<file path="src/hw/rtl/het_pkg.sv">
// ----------------------------------------------------------------------------
// het_pkg
// Shared beat types, codes and widths for the hysteresis edge threshold block.
// ----------------------------------------------------------------------------
package het_pkg;

    localparam int PIX_W      = 8;
    localparam int CFG_IDX_W  = 2;
    localparam int CFG_DATA_W = 11;

    // widest geometry the position counters can hold (4096 pixels per row or rows)
    localparam int POS_W      = 12;
    localparam int LAG_W      = POS_W + 2;

    localparam int WIN_SIDE   = 5;
    localparam int NUM_LINES  = WIN_SIDE - 1;
    localparam int BANK_W     = 2;

    localparam logic [PIX_W-1:0] EDGE_ON  = 8'd255;
    localparam logic [PIX_W-1:0] EDGE_OFF = 8'd0;

    localparam int RST_LOW    = 50;
    localparam int RST_HIGH   = 100;
    localparam int RST_WIDTH  = 640;
    localparam int RST_HEIGHT = 480;

    typedef enum logic [CFG_IDX_W-1:0] {
        CFG_LOW_THR    = 2'd0,
        CFG_HIGH_THR   = 2'd1,
        CFG_IMG_WIDTH  = 2'd2,
        CFG_IMG_HEIGHT = 2'd3
    } t_cfg_idx;

    typedef struct packed {
        logic [PIX_W-1:0] pixel_value;
        logic             flush;
        logic             frame_start;
    } t_in_beat;

    typedef struct packed {
        logic [PIX_W-1:0] edge_value;
        logic             frame_last;
    } t_out_beat;

    // effective geometry and thresholds
    typedef struct packed {
        logic [PIX_W-1:0] low;
        logic [PIX_W-1:0] high;
        logic [POS_W-1:0] wm1;
        logic [POS_W-1:0] hm1;
        logic [LAG_W-1:0] lag;
    } t_geom;

    // per-item control from the position sequencer
    typedef struct packed {
        logic [PIX_W-1:0]    pix;
        logic                emit;
        logic                last;
        logic [BANK_W-1:0]   bank;
        logic [POS_W-1:0]    addr;
        logic [WIN_SIDE-1:0] row_ok;
        logic [WIN_SIDE-1:0] col_ok;
    } t_step;

    typedef logic [NUM_LINES-1:0][PIX_W-1:0] t_lines;

endpackage

</file>
<file path="src/hw/rtl/het_win.sv">
// ----------------------------------------------------------------------------
// het_win
// 5x5 window, threshold classification and output register.
// ----------------------------------------------------------------------------
module het_win (
    input  logic               i_clk,
    input  logic               i_rst_n,
    input  logic               i_take,
    input  het_pkg::t_step     i_step,
    input  het_pkg::t_lines    i_rd,
    input  het_pkg::t_geom     i_geom,
    input  logic               i_out_stall,
    output logic               o_out_valid,
    output het_pkg::t_out_beat o_out,
    output logic               o_in_stall
);
    import het_pkg::*;

    logic                                          r_s1_valid;
    t_step                                         r_s1;
    logic [WIN_SIDE-1:0][WIN_SIDE-2:0][PIX_W-1:0]  r_win;
    logic                                          r_out_valid;
    t_out_beat                                     r_out;

    logic [WIN_SIDE-1:0][WIN_SIDE-1:0][PIX_W-1:0]  tap;
    logic [WIN_SIDE-1:0][PIX_W-1:0]                col0;
    logic [PIX_W-1:0]                              centre;
    logic                                          has_strong;
    logic [PIX_W-1:0]                              result;
    logic                                          s1_adv;

    always_comb begin
        logic [BANK_W-1:0] sel;
        sel = '0;
        for (int k = 0; k < WIN_SIDE; k++) begin
            if (k == 0) begin
                col0[k] = r_s1.pix;
            end else begin
                // row k back lives in bank (row - k) mod 4
                sel     = r_s1.bank - BANK_W'(k);
                col0[k] = i_rd[sel];
            end
            tap[k][0] = col0[k];
            for (int j = 1; j < WIN_SIDE; j++) begin
                tap[k][j] = r_win[k][j-1];
            end
        end
    end

    assign centre = tap[WIN_SIDE/2][WIN_SIDE/2];

    always_comb begin
        has_strong = 1'b0;
        for (int k = 0; k < WIN_SIDE; k++) begin
            for (int j = 0; j < WIN_SIDE; j++) begin
                if (r_s1.row_ok[k] && r_s1.col_ok[j] && (tap[k][j] > i_geom.high)) begin
                    has_strong = 1'b1;
                end
            end
        end
    end

    always_comb begin
        if (centre > i_geom.high) begin
            result = EDGE_ON;
        end else if (centre < i_geom.low) begin
            result = EDGE_OFF;
        end else begin
            result = has_strong ? EDGE_ON : EDGE_OFF;
        end
    end

    assign s1_adv     = r_s1_valid && (!r_s1.emit || !r_out_valid || !i_out_stall);
    assign o_in_stall = r_s1_valid && !s1_adv;

    always_ff @(posedge i_clk) begin
        if (!i_rst_n) begin
            r_s1_valid  <= 1'b0;
            r_out_valid <= 1'b0;
        end else begin
            if (i_take) begin
                r_s1_valid <= 1'b1;
            end else if (s1_adv) begin
                r_s1_valid <= 1'b0;
            end
            if (s1_adv && r_s1.emit) begin
                r_out_valid <= 1'b1;
            end else if (!i_out_stall) begin
                r_out_valid <= 1'b0;
            end
        end
    end

    always_ff @(posedge i_clk) begin
        if (i_take) begin
            r_s1 <= i_step;
        end
        if (s1_adv) begin
            for (int k = 0; k < WIN_SIDE; k++) begin
                r_win[k][0] <= col0[k];
                for (int j = 1; j < WIN_SIDE - 1; j++) begin
                    r_win[k][j] <= r_win[k][j-1];
                end
            end
            if (r_s1.emit) begin
                r_out.edge_value <= result;
                r_out.frame_last <= r_s1.last;
            end
        end
    end

    assign o_out_valid = r_out_valid;
    assign o_out       = r_out;

endmodule
</file>
<file path="config.mk">
export PLATFORM = sky130hd
export DESIGN_NAME = het_win
export DESIGN_NICKNAME = d
export VERILOG_FILES = /design/src/hw/rtl/het_pkg.sv /design/src/hw/rtl/het_win.sv
export SDC_FILE = /design/constraint.sdc
export NUM_CORES = 1
export LEC_CHECK = 0
export BUFFER_PORTS_ARGS = -buffer_cell sky130_fd_sc_hd__buf_4
export CAP_MARGIN = 20
export CORE_MARGIN = 1
export CORE_UTILIZATION = 50
export DETAILED_ROUTE_END_ITERATION = 10
export PLACE_DENSITY_LB_ADDON = 0.25
export SYNTH_ARGS = -nofsm -noshare
export SYNTH_HDL_FRONTEND = slang
export SYNTH_SLANG_ARGS = --single-unit
</file>
<file path="constraint.sdc">
create_clock -name i_clk -period 15 [get_ports i_clk]
set_input_delay 3 -clock i_clk [delete_from_list [all_inputs] [get_ports i_clk]]
set_output_delay 3 -clock i_clk [all_outputs]
set_load 0.02 [all_outputs]
</file>
* Yosys cells after proc, flatten, opt, wreduce, memory -nomap -nowiden
Cells that the tools add are included.
Operators by class: add/subtract/negate cells 3, multiply operators 0, div/mod/pow operators 0, order comparisons 30, equal/unequal tests 1, shifts and indexed selects 0, multiplexer cells 39, bitwise logic cells 0, reduce and logical (&&, ||, !) cells 61
Operators by type and width (count):
- 8-bit greater-than comparator | 25
- 8-bit binary-select mux with 2-bit select | 4
- 1-bit logical AND | 53
- 8-bit 2-to-1 mux | 6
- 1-bit 2-to-1 mux | 29
- 2-bit by 3-bit < comparator with 1-bit output, second input constant | 4
- 8-bit < comparator | 1
- 1-bit zero test | 4
- 2-bit subtractor, second input constant | 2
- 1-bit logical OR | 2
- 2-bit by 1-bit inequality test with 1-bit output, second input constant | 1
- 2-bit AND reduction | 1
- 2-bit nonzero test | 1
- 2-bit by 1-bit subtractor with 2-bit output, second input constant | 1
Storage, ports and cells: flip-flop bits (word level) 193, latch bits 0, memory bits (writable) 0, bits in read-only memories 0, input bits 124, output and inout bits 11, word-level logic and storage cells 164, memories 0

* Longest topological paths before layout
depth in word-level cells 29, mapped depth 13, depth with buffers taken out 11

* Least setup slack after synthesis
Ideal clock, no wire load.
path kind input to register, start input port i_out_stall, end register r_win, in the netlist centre[0] (enable), setup time 0.775 ns, arrival 10.973 ns, required time 14.225 ns, slack 3.252 ns, stages on the path 1, path buffers 0, path through a31oi_1
Between the ends: word-level cells in the longest chain between the ends 3
RTL lines:
- start, declared | RTL line het_win.sv:12 | input logic i_out_stall,
- 1-bit zero test
- 1-bit logical OR | RTL line het_win.sv:73 | assign s1_adv = r_s1_valid && (!r_s1.emit || !r_out_valid || !i_out_stall);
- 1-bit logical AND | RTL line het_win.sv:73
- end signal, assigned by index | RTL line het_win.sv:100 | r_win[k][0] <= col0[k];
- end signal, assigned by index | RTL line het_win.sv:102 | r_win[k][j] <= r_win[k][j-1];
- end, declared | RTL line het_win.sv:21 | logic [WIN_SIDE-1:0][WIN_SIDE-2:0][PIX_W-1:0] r_win;
Every way passes these cells. A chain may end at the register's enable or synchronous reset.

* Worst setup path after layout
start input port i_out_stall, end output port o_in_stall
Between the ends: word-level cells in the longest chain between the ends 5
RTL lines:
- 1-bit zero test
- 1-bit logical OR | RTL line het_win.sv:73
- 1-bit logical AND | RTL line het_win.sv:73
- 1-bit zero test | RTL line het_win.sv:74 | assign o_in_stall = r_s1_valid && !s1_adv;
- 1-bit logical AND | RTL line het_win.sv:74
- end, declared | RTL line het_win.sv:15 | output logic o_in_stall
Every way passes these cells.

==> out/metrics.cfg <==
[yosys]
yosysSeqAreaShare_pct=49.6
syn-mean-instance-area_sq_um=13.5
synth_area_sq_mm=0.0112
syn-num-nets=1160
synth.distinct_cells=38
synth_seq_cells=186
synth_warnings=0
syn_inst=829
async_flop_share_pct=0
synth-edff-count=184
synth_ff_type=edfxtp_1

[clock_tree]
clock_path_buffers=2
numCtsBuffers=17
cts.sinks=186
cts_hold_buf=0
worstSkewPairLatency_ns=0.43
ctsResizeCount=0
htreeDepth=4
cts.reportedPaths.clkPinSlew_ns=0.06
cts_tree=built
cts_root_buf=clkbuf_16
post_cts_buffers=0

[floorplanning]
io_pins=135
die_w_um=152
core-area_sq_mm=0.0219
die-area_sq_mm=0.0230
die_height_um=152
fp-row-count=54
initial_core_util_pct=51.2

[sta]
timing.final.crit_share_pct=43.2
setup_viol=0
drv_slew=0
tns_ns=0
fin_hold_ws_ns=0.446
fin_skew_ns=0.00807
tightest_slew_ns=0.861
fmax_mhz=154
rsz0062_at_grt=false
relSlewSlack_pct=42.6
min_period_ns=6.47
hold_viol=0

[run]
cap_violations=0

[grt]
grt_max_degree=161
first_global_vias=7316
antenna_found_initial=1
grt_pass1_wl_um=38600
grt_usage_pct=23.0
grt_remaining_overflow=0

[final_layout]
area_growth_syn_to_layout_pct=13.4
final_cell_mix=207 x ha_1, 184 x edfxtp_1, 93 x buf_4
fin_nets=1248
antennaDiodeCount=0
final_common_cell=ha_1
drive_gt1_share_pct=17.8

[route]
wirelength_um=24700
drt_pre_antenna_iters=6
antenna_left=0
vias=7419
post_drt_wl_per_cell_um=20.4
vias_per_cell=6.13
drc=0
drtIter0Drc=516

[critical_path]
reg2reg_slack_ns=11.44
cp.required_ns=12.00
worstSetupEndpointType=primary output
crit_type=in2out
startpoint_type=input port
worst-path-max-fanout=3
critPathArrivalTime_ns=3.47

[status]
status=complete, no violations

[power_and_ir_drop]
vdd_ir_drop_max_mv=0.0888
power.density_mw_per_mm2=99.4
cellLeakagePower_nw=5.04

[placed_design]
place.gp.congestion=0.822
hpwl_um=17400
io_buffers=84

[min_path]
min_path_type=reg2reg

[synth_stat cells, types with 2 or more instances]
| master | n | area, sq um |
|---|---|---|
| a211oi_1 | 34 | 255 |
| a21o_1 | 3 | 22.5 |
| a21oi_1 | 45 | 225 |
| a31oi_1 | 4 | 25.0 |
| buf_2 | 15 | 75.1 |
| buf_4 | 7 | 52.6 |
| clkbuf_1 | 3 | 11.3 |
| dfxtp_1 | 2 | 40.0 |
| edfxtp_1 | 184 | 5530 |
| ha_1 | 207 | 2590 |
| inv_1 | 47 | 176 |
| mux2_2 | 3 | 33.8 |
| mux4_2 | 28 | 631 |
| nand2_1 | 19 | 71.3 |
| nand3_1 | 15 | 75.1 |
| nand4_1 | 57 | 357 |
| nor2_1 | 12 | 45.0 |
| nor2b_1 | 22 | 138 |
| nor3_1 | 2 | 10.0 |
| nor4_1 | 5 | 31.3 |
| o2111ai_1 | 20 | 175 |
| o211ai_1 | 23 | 173 |
| o21ai_0 | 31 | 155 |
| o21bai_1 | 21 | 158 |
| or2_2 | 3 | 18.8 |
| or3b_2 | 4 | 35.0 |
| or4_1 | 2 | 15.0 |
[worst max-delay path: stages]
cell and delay, ns:
buf_4 0.10, nand2_1 0.06, nor2_1 0.15, buf_4 0.16
[sequential cells by signal (all words and copies together) (netlist names)]
name	count
r_s1_valid	1
r_win	152
col0	8
o_out_valid	1
o_out	2
r_s1	14
centre	8
[area by class of cell]
class | instances | area [sq um]
fill | 1744 | 9180
sequential | 186 | 5570
multi-input combinational | 571 | 5340
timing repair buffer | 94 | 718
clock buffer | 17 | 425
tap | 280 | 350
inverter | 47 | 176
clock inverter | 15 | 136
[worst paths after layout]
check | start | endpoint | depth (start not counted)
max | i_out_stall | o_in_stall | 4
min | r_win[144] | r_win[152] | 0
min reg2reg | r_win[144] | r_win[152] | 0
max reg2reg | r_s1[23] | o_out[7] | 11
[where the power goes]
group	internal, mW	leakage (nW)	switching (mW)
combinational	0.0908	3.02	0.115
sequential	0.605	1.75	0.0200
clock	0.231	0.267	0.202
[metal layers]
layer / GRT usage [%] / part of all wire, %
met5: 0 / 0
met4: 7.77 / 1.9
met3: 4.01 / 4.4
met2: 38.6 / 49
met1: 30.2 / 45
[through the flow]
stage               utilization (%)  power (mW)  cells  setup slack (ns)  cell area, sq um
floorplan                         -       0.773    829              3.25             11200
finish                         58.1        1.26   1210              8.53             12700
CTS                            58.1        1.27   1210              8.53             12700
detailed placement             55.5       0.842   1178              8.53             12200
global route                   58.1        1.32   1210              8.45             12700
global placement               55.5       0.834   1178              8.52             12200
[logic make-up (layout without fill, tap and decap cells)]
logic type                 after synthesis  count (layout)  share of synthesized area, %
buffers and inverters                   72             173                          2.81
muxes                                   32              32                          6.02
DFF                                    186             186                          49.6
adders and majority gates              207             207                          23.1
AOI/OAI and AO/OA                      188             188                          11.1
and+or+nand+nor                        144             144                          7.29
Note: power is estimated with default switching activity, not from simulation.
