<file path="src/hw/rtl/het_pkg.sv">
// ----------------------------------------------------------------------------
// het_pkg
// Shared beat types, codes and widths for the hysteresis edge threshold block.
// ----------------------------------------------------------------------------
package het_pkg;

    localparam int PIX_W      = 8;
    localparam int CFG_IDX_W  = 2;
    localparam int CFG_DATA_W = 11;

    // widest geometry the position counters can hold (4096 pixels per row or rows)
    localparam int POS_W      = 12;
    localparam int LAG_W      = POS_W + 2;

    localparam int WIN_SIDE   = 5;
    localparam int NUM_LINES  = WIN_SIDE - 1;
    localparam int BANK_W     = 2;

    localparam logic [PIX_W-1:0] EDGE_ON  = 8'd255;
    localparam logic [PIX_W-1:0] EDGE_OFF = 8'd0;

    localparam int RST_LOW    = 50;
    localparam int RST_HIGH   = 100;
    localparam int RST_WIDTH  = 640;
    localparam int RST_HEIGHT = 480;

    typedef enum logic [CFG_IDX_W-1:0] {
        CFG_LOW_THR    = 2'd0,
        CFG_HIGH_THR   = 2'd1,
        CFG_IMG_WIDTH  = 2'd2,
        CFG_IMG_HEIGHT = 2'd3
    } t_cfg_idx;

    typedef struct packed {
        logic [PIX_W-1:0] pixel_value;
        logic             flush;
        logic             frame_start;
    } t_in_beat;

    typedef struct packed {
        logic [PIX_W-1:0] edge_value;
        logic             frame_last;
    } t_out_beat;

    // effective geometry and thresholds
    typedef struct packed {
        logic [PIX_W-1:0] low;
        logic [PIX_W-1:0] high;
        logic [POS_W-1:0] wm1;
        logic [POS_W-1:0] hm1;
        logic [LAG_W-1:0] lag;
    } t_geom;

    // per-item control from the position sequencer
    typedef struct packed {
        logic [PIX_W-1:0]    pix;
        logic                emit;
        logic                last;
        logic [BANK_W-1:0]   bank;
        logic [POS_W-1:0]    addr;
        logic [WIN_SIDE-1:0] row_ok;
        logic [WIN_SIDE-1:0] col_ok;
    } t_step;

    typedef logic [NUM_LINES-1:0][PIX_W-1:0] t_lines;

endpackage

</file>
<file path="src/hw/rtl/het_seq.sv">
// ----------------------------------------------------------------------------
// het_seq
// Input and output position counters; builds per-item control for the window.
// ----------------------------------------------------------------------------
module het_seq (
    input  logic              i_clk,
    input  logic              i_rst_n,
    input  logic              i_accept,
    input  het_pkg::t_in_beat i_in,
    input  het_pkg::t_geom    i_geom,
    output logic              o_take,
    output het_pkg::t_step    o_step
);
    import het_pkg::*;

    logic [POS_W-1:0]  r_in_col;
    logic [BANK_W-1:0] r_bank;
    logic [LAG_W-1:0]  r_pre;
    logic              r_run;
    logic              r_done;
    logic [POS_W-1:0]  r_out_col;
    logic [POS_W-1:0]  r_out_row;

    // frame start restarts every counter for this beat
    logic              fs;
    logic [POS_W-1:0]  col_e;
    logic [BANK_W-1:0] bank_e;
    logic [LAG_W-1:0]  pre_e;
    logic              run_e;
    logic              done_e;
    logic [POS_W-1:0]  ocol_e;
    logic [POS_W-1:0]  orow_e;
    logic              emit;
    logic              last;
    logic              col_wrap;
    logic              ocol_wrap;
    logic [LAG_W-1:0]  ocol_x;
    logic [LAG_W-1:0]  orow_x;
    logic [LAG_W-1:0]  wm1_x;
    logic [LAG_W-1:0]  hm1_x;

    assign fs     = i_in.frame_start;
    assign col_e  = fs ? '0 : r_in_col;
    assign bank_e = fs ? '0 : r_bank;
    assign pre_e  = fs ? '0 : r_pre;
    assign run_e  = fs ? 1'b0 : r_run;
    assign done_e = fs ? 1'b0 : r_done;
    assign ocol_e = fs ? '0 : r_out_col;
    assign orow_e = fs ? '0 : r_out_row;

    assign o_take    = i_accept && !done_e;
    assign emit      = run_e || (pre_e == i_geom.lag);
    assign ocol_wrap = (ocol_e == i_geom.wm1);
    assign last      = ocol_wrap && (orow_e == i_geom.hm1);
    assign col_wrap  = (col_e == i_geom.wm1);

    assign ocol_x = LAG_W'(ocol_e);
    assign orow_x = LAG_W'(orow_e);
    assign wm1_x  = LAG_W'(i_geom.wm1);
    assign hm1_x  = LAG_W'(i_geom.hm1);

    always_comb begin
        o_step.pix    = i_in.flush ? '0 : i_in.pixel_value;
        o_step.emit   = emit;
        o_step.last   = last;
        o_step.bank   = bank_e;
        o_step.addr   = col_e;
        // row k of the window sits 2-k rows below the center
        o_step.row_ok[0] = (orow_x + LAG_W'(2)) <= hm1_x;
        o_step.row_ok[1] = (orow_x + LAG_W'(1)) <= hm1_x;
        o_step.row_ok[2] = 1'b1;
        o_step.row_ok[3] = orow_x >= LAG_W'(1);
        o_step.row_ok[4] = orow_x >= LAG_W'(2);
        o_step.col_ok[0] = (ocol_x + LAG_W'(2)) <= wm1_x;
        o_step.col_ok[1] = (ocol_x + LAG_W'(1)) <= wm1_x;
        o_step.col_ok[2] = 1'b1;
        o_step.col_ok[3] = ocol_x >= LAG_W'(1);
        o_step.col_ok[4] = ocol_x >= LAG_W'(2);
    end

    always_ff @(posedge i_clk) begin
        if (!i_rst_n) begin
            r_in_col  <= '0;
            r_bank    <= '0;
            r_pre     <= '0;
            r_run     <= 1'b0;
            r_done    <= 1'b0;
            r_out_col <= '0;
            r_out_row <= '0;
        end else if (o_take) begin
            r_in_col <= col_wrap ? '0 : col_e + POS_W'(1);
            r_bank   <= col_wrap ? bank_e + BANK_W'(1) : bank_e;
            r_pre    <= emit ? pre_e : pre_e + LAG_W'(1);
            r_run    <= emit;
            if (emit) begin
                r_out_col <= ocol_wrap ? '0 : ocol_e + POS_W'(1);
                r_out_row <= ocol_wrap ? orow_e + POS_W'(1) : orow_e;
                r_done    <= last;
            end else begin
                r_out_col <= ocol_e;
                r_out_row <= orow_e;
                r_done    <= done_e;
            end
        end
    end

endmodule

</file>
<file path="config.mk">
export PLATFORM = sky130hd
export DESIGN_NAME = het_seq
export DESIGN_NICKNAME = d
export VERILOG_FILES = /design/src/hw/rtl/het_pkg.sv /design/src/hw/rtl/het_seq.sv
export SDC_FILE = /design/constraint.sdc
export NUM_CORES = 1
export LEC_CHECK = 0
export ABC_AREA = 1
export BUFFER_PORTS_ARGS = -buffer_cell sky130_fd_sc_hd__buf_2
export CORE_MARGIN = 3
export CORE_UTILIZATION = 50
export DETAILED_ROUTE_END_ITERATION = 16
export PLACE_DENSITY = 0.72
export SYNTH_ARGS = -nofsm -noshare
export SYNTH_HDL_FRONTEND = slang
export SYNTH_SLANG_ARGS = --single-unit
</file>
<file path="constraint.sdc">
create_clock -name i_clk -period 7.89 [get_ports i_clk]
set_input_delay 1.578 -clock i_clk [delete_from_list [all_inputs] [get_ports i_clk]]
set_output_delay 1.578 -clock i_clk [all_outputs]
set_load 0.02 [all_outputs]
</file>
### Word level (Yosys, flattened, before mapping)

Index checks and enable logic that the tools add are counted.

* bits in registers: 54
* word-level logic and storage cells: 48

* $lt $le $gt $ge: 8
* mux-type cells: 16
* $add $sub $neg: 9
* eq/ne operators: 4
* reduce and logical (&&, ||, !) cells: 4

Operators by type and width (count)
* $mux 12: 8
* $le 13x12->1: 4
* $add 12x1->12 const B: 3
* $eq 12x12->1: 3
* $mux 14: 2
* $add 12x1->13 const B: 2
* $add 12x2->13 const B: 2
* $ge 12x1->1 const B: 2
* $ge 12x2->1 const B: 2
* $add 14x1->14 const B: 1
* $eq 14x14->1: 1
* $mux 8: 1
* $mux 2: 2
* $mux 1: 3
* $add 2x1->2 const B: 1
* $logic_and 1x1->1: 2
* $logic_not 1->1: 1
* $logic_or 1x1->1: 1

### Longest topological paths before layout

* word-level depth: 4
* mapped depth: 18
* depth with buffers taken out: 17

### Least setup slack after synthesis

Ideal clock, no wire load.

* path type: input to output
* start point: in i_in[0] in the netlist's numbering
* end point: out o_step[1] in the netlist's numbering
* buffers on the path: 2
* cell stages on the path: 16
* arrival time: 4001 ps
* slack: 2311 ps
* cell sequence: buf_2 -> buf_2 -> nor2_1 -> ha_1 -> nand2_1 -> nor2_2 -> nand2_1 -> nor2_1 -> nand2_1 -> nand2_1 -> nand2_1 -> ha_1 -> nand4_1 -> nor4_1 -> o31ai_1 -> nand2_1

RTL lines
* from (decl): RTL line het_seq.sv:9 `input het_pkg::t_in_beat i_in,`
* to (decl): RTL line het_seq.sv:12 `output het_pkg::t_step o_step`

==> summary.md <==
| Metric | Value |
|---|---|
| Status | complete, no violations |
| Maximum vdd drop | 0.0955 mV |
| Root buf cell | clkbuf_16 |
| Critical R2R Launch | r_out_col[1] |
| Wire per inst | 13.6 µm |
| CTS Buf Count | 5 |
| Core box area | 11700 µm² |
| Max-slew violation count | 0 |
| Max FO, Critical Path | 21 |
| Startpoint Class | input port |
| Synth-to-layout area growth | 10.1% |
| Worst Path Required | 6.31 ns |
| Final hold violations | 0 |
| Total grt overflow | 0 |
| Power Density | 99.3 nW/µm² |
| Psw | 197 µW |
| Core Util, Final | 0.574 |
| Post_cts resized | 0 |
| DR pass1 iterations | 5 |
| Starting DRT DRC Count | 370 |
| Initial antenna violation count | 0 |
| Worst hold stages | 2 |
| Pwr Total | 665 µW |
| Clock Sinks | 54 |
| Vias | 6589 |
| H-tree depth | 2 |
| Post-CTS Setup Inserts | 0 |
| Via/cell ratio | 5.34 |
| Leakage power total | 0.00345 µW |
| Max incr delay on CP | 0.44 ns |
| Final worst path period share | 0.826 |
| Hold slack | 0.466 ns |
| RSZ-0062 raised after global routing | false |
| Vias in the first global route | 5909 |
| R2R cell count | 13 |
| I/O Buffers | 83 |
| Register area share after synthesis | 0.178 |
| Multi-input logic area | 4250 µm² |
| Ys Warns | 0 |
| Post-Syn Area per Cell | 5.94 µm² |
| Boundary pin count | 102 |
| Min Tclk post-route | 6.52 ns |
| Endpoints failing setup | 0 |
| Nets@finish | 1216 |
| Filler cells | 1209 |
| Reg-to-reg endpoint | r_out_row[8] |
| Synth Instances | 1023 |
| FP Rows | 39 |
| WP buf/inv | 4 |
| CP arrival | 4.94 ns |
| Vert. Die Dim | 116 µm |
| # diodes | 0 |
| EDFF count, synth | 0 |
| Ys flop type | dfxtp_1 |
| Slowest CP cell | inv_2 |
| Setup_tns | 0 ns |
| Post-CTS Hold Fix Bufs | 0 |
| Reg area | 1080 µm² |
| Share of layout cells above drive strength 1 | 0.119 |
| Post-synthesis register bit count | 54 |
| Crit end category | primary output |
| Routed Antenna Nets | 0 |
| Asr flop ratio synth | 0 |
| CP top delay family | simple AND/OR/NAND/NOR gates |
| Clk_skew | 0.00497 ns |
| Sequential share of power | 0.421 |
| Worst Hold Path EP | r_bank[0] |
| Mapped Area | 6080 µm² |
| Final weighted congestion in routability-driven placement | 0.943 |
| Final WL | 16700 µm |
| FF-to-FF setup slack | 5.11 ns |
| Pin count of the biggest net entering global routing | 49 |
| Peak Freq | 0.153 GHz |
| CTS tree | built |
| First-pass GRT wire length | 27700 µm |
| Gr usage total | 0.252 |
| Hpwl dp | 13100 µm |
| Min-Delay Path Class | reg -> reg |
| Maximum Capacitance Violations | 0 |
| Clk_lat worst skew | 0.30 ns |
| Worst path most repeated cell | nand2_1 |
| Crit-path cells | buf_2, inv_2, nand2_1, inv_2, ha_1, nand2_1, nor2_2, nand2_1, nor2_1, nand2_1, nand2_1, nand2_1, ha_1, nand4_1, nor4_1, o31ai_1, nand2_1, buf_2 |
| DRC | 0 |
| Clock share of power | 0.384 |
| CTS max path bufs | 2 |
| Die width | 116 µm |
| Number of distinct library cells after synthesis | 37 |
| Setup Crit Path Kind | in -> out |
| Sw frac | 0.296 |
| Int Power | 468 µW |
| Initial Util | 0.521 |
| Hold wc startpoint | r_bank[0] |
| Clock transition at the registers of the reported paths | 0.07 ns |
| Worst-Margin Slew | 0.783 ns |
| Die ar. | 13500 µm² |
| Relative slew slack | 0.475 |
| Gate power share | 0.195 |
==> cell usage in the layout (no fill, tap or decap), drive strengths merged <==
cell and instances:
nor4b 1, dfxtp 54, nand3b 14, nor4 5
nor2 125, ha 60, clkbuf 5, nand3 69
a21oi 48, nor3 16, buf 87, o31ai 5
o21a 1, nand2 312, o22ai 2, conb 2
nand4 41, a211oi 7, xnor2 3, a2111oi 1
xor2 44, o211ai 4, and3 1, bufinv 1
o21ai 27, clkinv 5, inv 150
==> cells by family after synthesis <==
kind of cell    after synthesis  share of synthesized area
simple gates                584                      0.420
buf+inv                     182                      0.124
compound gates               95                     0.0863
fa+ha+maj                    60                      0.124
flops                        54                      0.178
xor+xnor                     47                     0.0678
other cells                   1                   0.000617
==> registers in the layout, indices dropped and copies added, names as in the netlist <==
signal	cells
r_done	1
r_run	1
r_bank	2
r_out_row	12
r_pre	14
r_in_col	12
r_out_col	12
==> power by group through the flow <==
stage               clock (µW)  combinational, µW  sequential [µW]
finish                     255                129              280
global route               267                145              280
CTS                        260                129              280
detailed placement           0                128              286
global placement             0                127              286
floorplan                    0               88.8              285
==> through the flow <==
step	instances	cell area, µm²	setup slack [ns]
2_1_floorplan	1024	6080	2.31
3_3_place_gp	1225	6530	1.47
3_5_place_dp	1225	6530	1.42
4_1_cts	1233	6690	1.42
5_1_grt	1233	6690	0.988
6_report	1233	6690	1.37
==> Yosys cell counts, types with 8 or more instances <==
cell type | count | share of area
nand2_2 | 8 | 0.0082
nor2_1 | 116 | 0.072
nand3_1 | 67 | 0.055
o21ai_1 | 9 | 0.0074
dfxtp_1 | 54 | 0.18
buf_2 | 8 | 0.0066
o21ai_0 | 18 | 0.015
nand3b_1 | 14 | 0.017
nand2_1 | 302 | 0.19
xor2_1 | 44 | 0.063
inv_2 | 13 | 0.0080
nand4_1 | 41 | 0.042
inv_1 | 137 | 0.085
nor3_1 | 15 | 0.012
a21oi_1 | 48 | 0.040
buf_4 | 8 | 0.0099
nor2_2 | 8 | 0.0082
ha_1 | 60 | 0.12
==> worst max-delay path by stage <==
stage | from | end | slack [ns] | depth (start not counted)
final | i_in[0] | o_step[1] | 1.37 | 18
after global routing | i_in[0] | o_step[1] | 0.99 | 18
after CTS | i_in[0] | o_step[1] | 1.42 | 18
after detailed placement | i_in[0] | o_step[1] | 1.42 | 18
after global placement | i_in[0] | o_step[6] | 1.47 | 17
after floorplan | i_in[0] | o_step[1] | 2.31 | 16
==> per-layer routing <==
metal	global-route usage	wire, µm	up-vias
met3	0.0311	951	26
met1	0.351	8060	2944
met4	0.0804	343	0
met5	0	0	-
met2	0.407	7380	205
li1	-	-	3414
==> layout make-up <==
class | instances | area share
timing repair buffer | 87 | 0.0666
clock inverter | 3 | 0.00598
multi-input combinational | 788 | 0.635
sequential | 54 | 0.162
inverter | 153 | 0.0858
clock buffer | 5 | 0.0187
tap | 143 | 0.0267
==> worst min-delay path, cell delays in order, from the launching register on <==
cell	delay, ns
dfxtp_1	0.31
nand2_1	0.06
a21oi_1	0.06
Note: power is estimated with default switching activity, not from simulation.
