**src/hw/rtl/het_pkg.sv**
```systemverilog
// ----------------------------------------------------------------------------
// het_pkg
// Shared beat types, codes and widths for the hysteresis edge threshold block.
// ----------------------------------------------------------------------------
package het_pkg;

    localparam int PIX_W      = 8;
    localparam int CFG_IDX_W  = 2;
    localparam int CFG_DATA_W = 11;

    // widest geometry the position counters can hold (4096 pixels per row or rows)
    localparam int POS_W      = 12;
    localparam int LAG_W      = POS_W + 2;

    localparam int WIN_SIDE   = 5;
    localparam int NUM_LINES  = WIN_SIDE - 1;
    localparam int BANK_W     = 2;

    localparam logic [PIX_W-1:0] EDGE_ON  = 8'd255;
    localparam logic [PIX_W-1:0] EDGE_OFF = 8'd0;

    localparam int RST_LOW    = 50;
    localparam int RST_HIGH   = 100;
    localparam int RST_WIDTH  = 640;
    localparam int RST_HEIGHT = 480;

    typedef enum logic [CFG_IDX_W-1:0] {
        CFG_LOW_THR    = 2'd0,
        CFG_HIGH_THR   = 2'd1,
        CFG_IMG_WIDTH  = 2'd2,
        CFG_IMG_HEIGHT = 2'd3
    } t_cfg_idx;

    typedef struct packed {
        logic [PIX_W-1:0] pixel_value;
        logic             flush;
        logic             frame_start;
    } t_in_beat;

    typedef struct packed {
        logic [PIX_W-1:0] edge_value;
        logic             frame_last;
    } t_out_beat;

    // effective geometry and thresholds
    typedef struct packed {
        logic [PIX_W-1:0] low;
        logic [PIX_W-1:0] high;
        logic [POS_W-1:0] wm1;
        logic [POS_W-1:0] hm1;
        logic [LAG_W-1:0] lag;
    } t_geom;

    // per-item control from the position sequencer
    typedef struct packed {
        logic [PIX_W-1:0]    pix;
        logic                emit;
        logic                last;
        logic [BANK_W-1:0]   bank;
        logic [POS_W-1:0]    addr;
        logic [WIN_SIDE-1:0] row_ok;
        logic [WIN_SIDE-1:0] col_ok;
    } t_step;

    typedef logic [NUM_LINES-1:0][PIX_W-1:0] t_lines;

endpackage

```
**src/hw/rtl/het_cfg.sv**
```systemverilog
// ----------------------------------------------------------------------------
// het_cfg
// Configuration registers; geometry is clamped and stored in effective form.
// ----------------------------------------------------------------------------
module het_cfg #(
    parameter int MAX_WIDTH  = 1024,
    parameter int MAX_HEIGHT = 1024
) (
    input  logic                             i_clk,
    input  logic                             i_rst_n,
    input  logic                             i_wr,
    input  logic [het_pkg::CFG_IDX_W-1:0]    i_idx,
    input  logic [het_pkg::CFG_DATA_W-1:0]   i_data,
    output het_pkg::t_geom                   o_geom
);
    import het_pkg::*;

    localparam int RST_W = (MAX_WIDTH < RST_WIDTH) ? MAX_WIDTH : RST_WIDTH;
    localparam int RST_H = (MAX_HEIGHT < RST_HEIGHT) ? MAX_HEIGHT : RST_HEIGHT;

    // clamp to 1..lim, return value minus one
    function automatic logic [POS_W-1:0] dim_m1(input logic [CFG_DATA_W-1:0] d,
                                                input int lim);
        logic [LAG_W-1:0] dx;
        dx = LAG_W'(d);
        if (dx == '0) begin
            dim_m1 = '0;
        end else if (dx > LAG_W'(lim)) begin
            dim_m1 = POS_W'(lim - 1);
        end else begin
            dim_m1 = POS_W'(dx - LAG_W'(1));
        end
    endfunction

    logic [PIX_W-1:0] r_low;
    logic [PIX_W-1:0] r_high;
    logic [POS_W-1:0] r_wm1;
    logic [POS_W-1:0] r_hm1;
    logic [LAG_W-1:0] r_lag;
    logic [POS_W-1:0] n_wm1;
    logic [POS_W-1:0] n_hm1;

    assign n_wm1 = dim_m1(i_data, MAX_WIDTH);
    assign n_hm1 = dim_m1(i_data, MAX_HEIGHT);

    always_ff @(posedge i_clk) begin
        if (!i_rst_n) begin
            r_low  <= PIX_W'(RST_LOW);
            r_high <= PIX_W'(RST_HIGH);
            r_wm1  <= POS_W'(RST_W - 1);
            r_hm1  <= POS_W'(RST_H - 1);
            r_lag  <= LAG_W'(2 * RST_W + 2);
        end else if (i_wr) begin
            case (t_cfg_idx'(i_idx))
                CFG_LOW_THR: begin
                    r_low <= i_data[PIX_W-1:0];
                end
                CFG_HIGH_THR: begin
                    r_high <= i_data[PIX_W-1:0];
                end
                CFG_IMG_WIDTH: begin
                    r_wm1 <= n_wm1;
                    // lag = 2*w + 2 = 2*(w-1) + 4
                    r_lag <= {1'b0, n_wm1, 1'b0} + LAG_W'(4);
                end
                CFG_IMG_HEIGHT: begin
                    r_hm1 <= n_hm1;
                end
                default: begin
                end
            endcase
        end
    end

    assign o_geom = '{low: r_low, high: r_high, wm1: r_wm1, hm1: r_hm1, lag: r_lag};

endmodule

```
**config.mk**
```make
export PLATFORM = sky130hd
export DESIGN_NAME = het_cfg
export DESIGN_NICKNAME = d
export VERILOG_FILES = /design/src/hw/rtl/het_pkg.sv /design/src/hw/rtl/het_cfg.sv
export SDC_FILE = /design/constraint.sdc
export NUM_CORES = 1
export LEC_CHECK = 0
export CELL_PAD_IN_SITES_DETAIL_PLACEMENT = 2
export CELL_PAD_IN_SITES_GLOBAL_PLACEMENT = 2
export CORE_ASPECT_RATIO = 0.6
export CORE_MARGIN = 10
export CORE_UTILIZATION = 29
export DETAILED_ROUTE_END_ITERATION = 8
export DONT_BUFFER_PORTS = 1
export GPL_ROUTABILITY_DRIVEN = 1
export GPL_TIMING_DRIVEN = 0
export PLACE_DENSITY_LB_ADDON = 0.05
export SETUP_SLACK_MARGIN = 0.1
export SLEW_MARGIN = 20
export SYNTH_ARGS = -nofsm -noshare
export SYNTH_HDL_FRONTEND = slang
export SYNTH_SLANG_ARGS = --single-unit
```
**constraint.sdc**
```tcl
create_clock -name i_clk -period 6.55 [get_ports i_clk]
set_input_delay 0.9825 -clock i_clk [delete_from_list [all_inputs] [get_ports i_clk]]
set_output_delay 0.9825 -clock i_clk [all_outputs]
set_load 0.05 [all_outputs]
```
Yosys cells after proc, flatten, opt, wreduce, memory -nomap -nowiden
Cells that the tools add are included.
- register bits after elaboration: 54
- input port bits: 16
- word-level logic and storage cells: 19
- add/sub/neg operators: 2
- magnitude comparators: 1
- equal/unequal tests: 3
- multiplexer cells: 2
- reductions and logical operators: 6
- operators by type and width (cell ; number):
    12-bit 2-to-1 mux ; 2
    13-bit by 3-bit adder with 14-bit output, second input constant ; 1
    11-bit by 1-bit subtractor with 12-bit output, second input constant ; 1
    11-bit > comparator, second input constant ; 1
    11-bit zero test ; 1
    2-bit AND reduction ; 4
    2-bit == test, second input constant ; 2
    2-bit by 1-bit == test with 1-bit output, second input constant ; 1
    2-bit zero test ; 1

Logic depth before layout (Yosys ltp)
- depth after elaboration: 4
- gate-level depth with buffers: 13
- gate-level depth less buffers: 11

Worst setup path after synthesis
No wires, ideal clock.
- path kind: in2reg
- from: in i_data[0] (netlist name)
- to: reg r_lag[10]
- setup time: 0.122 ns
- data arrival time: 2.944 ns
- setup slack: 3.485 ns
- stages on the path: 10
- buffers on the path: 2
- cell sequence: clkbuf_1 > inv_1 > ha_1 > clkbuf_8 > or3b_2 > o21a_1 > nor3_1 > nor2_2 > and4_1 > o32a_1
- longest elaborated chain between the ends: 4
- elaborated cells between the ends (all ways): 6
- classes of those cells: 2 x add/sub; 1 x order compare; 2 x mux; 1 x reduce/logical
- ends and longest elaborated chain (what ; line ; source):
    start: declaration ; het_cfg.sv:13 ; input logic [het_pkg::CFG_DATA_W-1:0] i_data,
    11-bit by 1-bit subtractor with 12-bit output or 11-bit > comparator (tied branches) ; het_cfg.sv:31, het_cfg.sv:28 ;
    12-bit 2-to-1 mux ; het_cfg.sv:28 ; end else if (dx > LAG_W'(lim)) begin
    12-bit 2-to-1 mux (*) ; het_cfg.sv:26 ; if (dx == '0) begin
    13-bit by 3-bit adder with 14-bit output (*) ; het_cfg.sv:64 ; r_lag <= {1'b0, n_wm1, 1'b0} + LAG_W'(4);
    end signal: assignment ; het_cfg.sv:52 ; r_lag <= LAG_W'(2 * RST_W + 2);
    end signal: assignment ; het_cfg.sv:64 ;
    end: declaration ; het_cfg.sv:39 ; logic [LAG_W-1:0] r_lag;
Mark *: on every way between the ends. The rest lies on a longest branch, timed or not.
A chain may end at the register's enable or synchronous reset.

Final worst setup path
- from: in i_data[0] (netlist name)
- to: reg r_lag[6]
- longest elaborated chain between the ends: 4
- elaborated cells between the ends (all ways): 6
- classes of those cells: 2 x add/sub; 1 x order compare; 2 x mux; 1 x reduce/logical
- ends and longest elaborated chain (what ; line ; source):
    11-bit by 1-bit subtractor with 12-bit output or 11-bit > comparator (tied branches) ; -- ;
    12-bit 2-to-1 mux ; -- ;
    12-bit 2-to-1 mux (*) ; -- ;
    net n_hm1[2] ; het_cfg.sv:41 ; logic [POS_W-1:0] n_hm1;
    13-bit by 3-bit adder with 14-bit output (*) ; het_cfg.sv:64 ;
Mark *: on every way through the listed nets, which the timed path passes. The rest lies on a longest branch.

==> flow_results.org <==
** Clock tree
- In this run the clock root is driven by a clkbuf_16.
- After clock tree synthesis, the clock-pin slew on the worst setup and hold paths is 0.08 ns.
- # H-tree levels :: 2
- Buffer count from post-CTS setup fixing :: 0
- TritonCTS clock tree :: done
- In this run, CTS created clock tree buffers numbering 5.
- The longest clock path from root to sink contains 2 buffers.
- After clock tree synthesis, the flow added hold-fix buffers numbering 0.
- Sinks on Clock Net :: 52
- For the worst-skew pair, the clock arrives at the later sink with an insertion delay of 0.30 ns.
- Post-cts resize count :: 0

** Synth
- Counting flops with a built-in enable in the synthesized netlist gives 0.
- In the synthesized netlist the dominant register cell turns out to be dfxtp_1.
- After technology mapping, the gate count stands at 293.
- In this run the cell area of the synthesized design comes to 2581 µm².
- Of the synthesized area, sequential elements account for 0.4033.
- Number of warnings reported in the yosys synthesis log :: 0
- After synthesis, the mean cell area works out to 8.810 µm².
- Number of storage elements in the synthesis netlist :: 52
- Synth async-reset ratio :: 0
- Synthesized Nets :: 311
- Post-synthesis cell type count :: 60

** Run status
- The run finished with clean final reports.

** Run
- Number of max-cap violations :: 0

** Floorplan
- Number of cell rows :: 26
- Die Ht :: 93.08 µm
- Horizontal die dimension :: 141.8 µm
- Area enclosed by the die boundary :: 13200 µm²
- Io pins :: 70
- Area of the core :: 8588 µm²
- Starting density of the core :: 0.3006

** STA
- Across all setup checks in the final design, the least slack found is 3.127 ns.
- Setup Viol. Count Final :: 0
- Number of slew-limit violations in the final report :: 0
- Relative slew margins :: 0.4726
- In the finished design, the share of the clock period the worst path needs comes to 0.5226.
- Final hold viol count :: 0
- Aggregate negative setup slack :: 0 ns
- Setup repair after global routing left no endpoint under its margin.
- The worst path needs 3.423 ns of the cycle, external delays included.
- Setup skew after layout :: 0 ns
- Slew @ Worst Pin :: 0.7846 ns
- Maximum frequency from static timing analysis :: 292.1 MHz

** GRT
- Largest net degree at the start of global routing :: 19
- The number of antenna violations at the first check in global routing is 0.
- Overflow left after global routing :: 0
- All-Layer GR Usage :: 0.1421
- The first global-routing pass estimated 14.77 mm of wire.
- Via count of the first global-routing pass :: 2403

** Worst setup path
- WS Path Type :: primary input to register
- In this run the worst path has a maximum fanout of 10.
- Reg2reg setup slack :: 5.45 ns
- Traced cell by cell, the critical path runs through clkbuf_1, inv_1, ha_1, clkbuf_8, nand3_1, nand2_1, nand2_1, o21ai_0, inv_1, ha_1, o21ai_1, nor3b_1, a311o_1.
- Critical path endpoint :: r_lag[6]
- Reg-to-reg critical path startpoint :: r_lag[8]
- Worst setup startpoint :: i_data[0]
- Slowest Stage Delay on Critical Path :: 0.34 ns
- Measured in cells, the most critical reg-to-reg path has a length of 2.
- Buf+Inv Stages, Crit Path :: 4
- For the worst setup path, the data required time is 6.74 ns.
- Category of the worst setup path launch point :: primary input
- Largest delay contributor family on the critical path :: buffers and inverters
- The largest individual stage delay along the critical path comes from the cell clkbuf_1.
- Critical Path Stages :: 13
- STA puts the critical path data arrival time at 3.62 ns.
- Reg-to-reg endpoint :: r_lag[8]
- Crit path capture type :: register

** Cells and area
- Antenna Diode Count :: 0
- At the end of the flow, the number of nets in the layout was 318.
- Ratio of cells with drive above 1 in the final layout :: 0.1096
- Sequential cell area in the final layout :: 1041 µm²
- Total area of multi-input combinational cells :: 1338 µm²
- Number of fill cells :: 997
- Synth-to-Final Area Change :: 11.58%

** Routing
- The detailed router placed 2231 vias in this run.
- Vias per cell :: 5.402
- The first detailed-routing pass took 4 iterations.
- Number of nets still failing antenna checks after routing :: 0
- Dividing the detail-routed wire length by the instance count gives 22.81 µm.
- After detailed routing, the total wire length is 9.419 mm.
- Initial detailed-routing violation count :: 109
- # DRC :: 0

** Power and ir drop
- Dividing total power by cell area gives a power density of 262.6 nW/µm².
- IR analysis of the VDD net gives a maximum drop of 0.1015 mV.
- In this run the static leakage power is 1.078 nW.

** Placed design
- Routability cong. :: 0.7538
- After legalization and detailed placement, the total HPWL measured 7.331 mm.
- Before CTS, the worst setup slack after placement is 2.502 ns.
- Number of buffers added on ports :: 0

** Min path
- Type of the worst min-delay path :: register to register
[layer usage]
metal,global-route usage,wire (µm),vias to the layer above
li1,-,-,1054
met1,0.1967,4591,1111
met2,0.1996,3810,58
met3,0.06162,955,8
met4,0.02542,62,0
met5,0,0,-
[cells by family after synthesis]
group | share of synthesized area
xor+xnor | 0.02715
other cells | 0.001453
simple gates | 0.2356
mux | 0.05817
fa+ha+maj | 0.01357
compound gates | 0.1798
flops | 0.4033
buf+inv | 0.08095
[worst min path at each step]
| stage | from | end | slack [ns] | depth (start not counted) |
|---|---|---|---|---|
| finish | r_wm1[11] | r_wm1[11] | 0.72 | 2 |
| global route | r_lag[12] | r_lag[12] | 0.76 | 2 |
| CTS | r_wm1[11] | r_wm1[11] | 0.72 | 2 |
| detailed placement | r_wm1[11] | r_wm1[11] | 0.71 | 2 |
| global placement | r_wm1[11] | r_wm1[11] | 0.71 | 2 |
| floorplan | r_wm1[11] | r_wm1[11] | 0.67 | 2 |
[cells in the mapped netlist, types with 3 or more instances]
cell / count / share of area
or3_1: 3 / 0.0073
nor3_1: 6 / 0.012
clkbuf_8: 3 / 0.016
nor4_1: 4 / 0.0097
and2_1: 5 / 0.012
buf_6: 3 / 0.013
xnor2_1: 5 / 0.017
inv_1: 6 / 0.0087
clkbuf_1: 13 / 0.019
nor2_1: 10 / 0.015
nand2_1: 39 / 0.057
o21ai_0: 16 / 0.031
mux2i_1: 15 / 0.058
nor2b_1: 10 / 0.024
dfxtp_1: 52 / 0.40
xor2_1: 3 / 0.010
o211ai_1: 16 / 0.047
a31oi_1: 3 / 0.0073
nor3b_1: 4 / 0.012
or3b_2: 3 / 0.010
and3_1: 4 / 0.0097
nand3_1: 10 / 0.019
buf_4: 4 / 0.012
a21oi_1: 10 / 0.019
a21boi_0: 3 / 0.0087
[registers in the layout (all words and copies together) (netlist names)]
name / count
r_lag: 12
r_high: 8
r_low: 8
r_hm1: 12
r_wm1: 12
[layout make-up]
cell class | count | area share
sequential | 52 | 0.3614
inverter | 6 | 0.007819
clock inverter | 3 | 0.009557
tap | 112 | 0.04865
buffer | 28 | 0.06473
clock buffer | 5 | 0.04344
multi-input combinational | 207 | 0.4644
[layout by cell type, fill, tap and decap left out, types with 4 or more instances in the layout]
master     netlist  layout
clkbuf_1        13      13
nand2_1         39      39
and2_1           5       5
inv_1            6       6
clkbuf_16        0       5
mux2i_1         15      15
xnor2_1          5       5
nor3_1           6       6
and3_1           4       4
o211ai_1        16      16
o21ai_0         16      16
dfxtp_1         52      52
a21oi_1         10      10
nor2_1          10      10
nand3_1         10      10
buf_4            4       4
nor2b_1         10      10
nor3b_1          4       4
[per-stage QoR]
step	util	instances	instance area (µm²)	hold WS, ns	total power [mW]
floorplan	-	293	2581	0.6743	0.4529
global placement	0.3169	405	2721	0.7056	0.4790
detailed placement	0.3169	405	2721	0.7136	0.4821
CTS	0.3346	413	2874	0.7250	0.7638
global route	0.3354	413	2880	0.7562	0.7920
finish	0.3354	413	2880	0.7161	0.7564
[where the power goes]
group	total [mW]	leakage [nW]	internal [mW]	switching [mW]
registers	0.380	0.424	0.328	0.0522
logic	0.0930	0.582	0.0339	0.0591
clock network	0.283	0.0719	0.146	0.137
[worst min-delay path, stage by stage (launching register included)]
cell and delay [ns]:
dfxtp_1 0.48, nand2_1 0.12, a21boi_0 0.07
No activity file was read; power rests on OpenSTA's default activity.
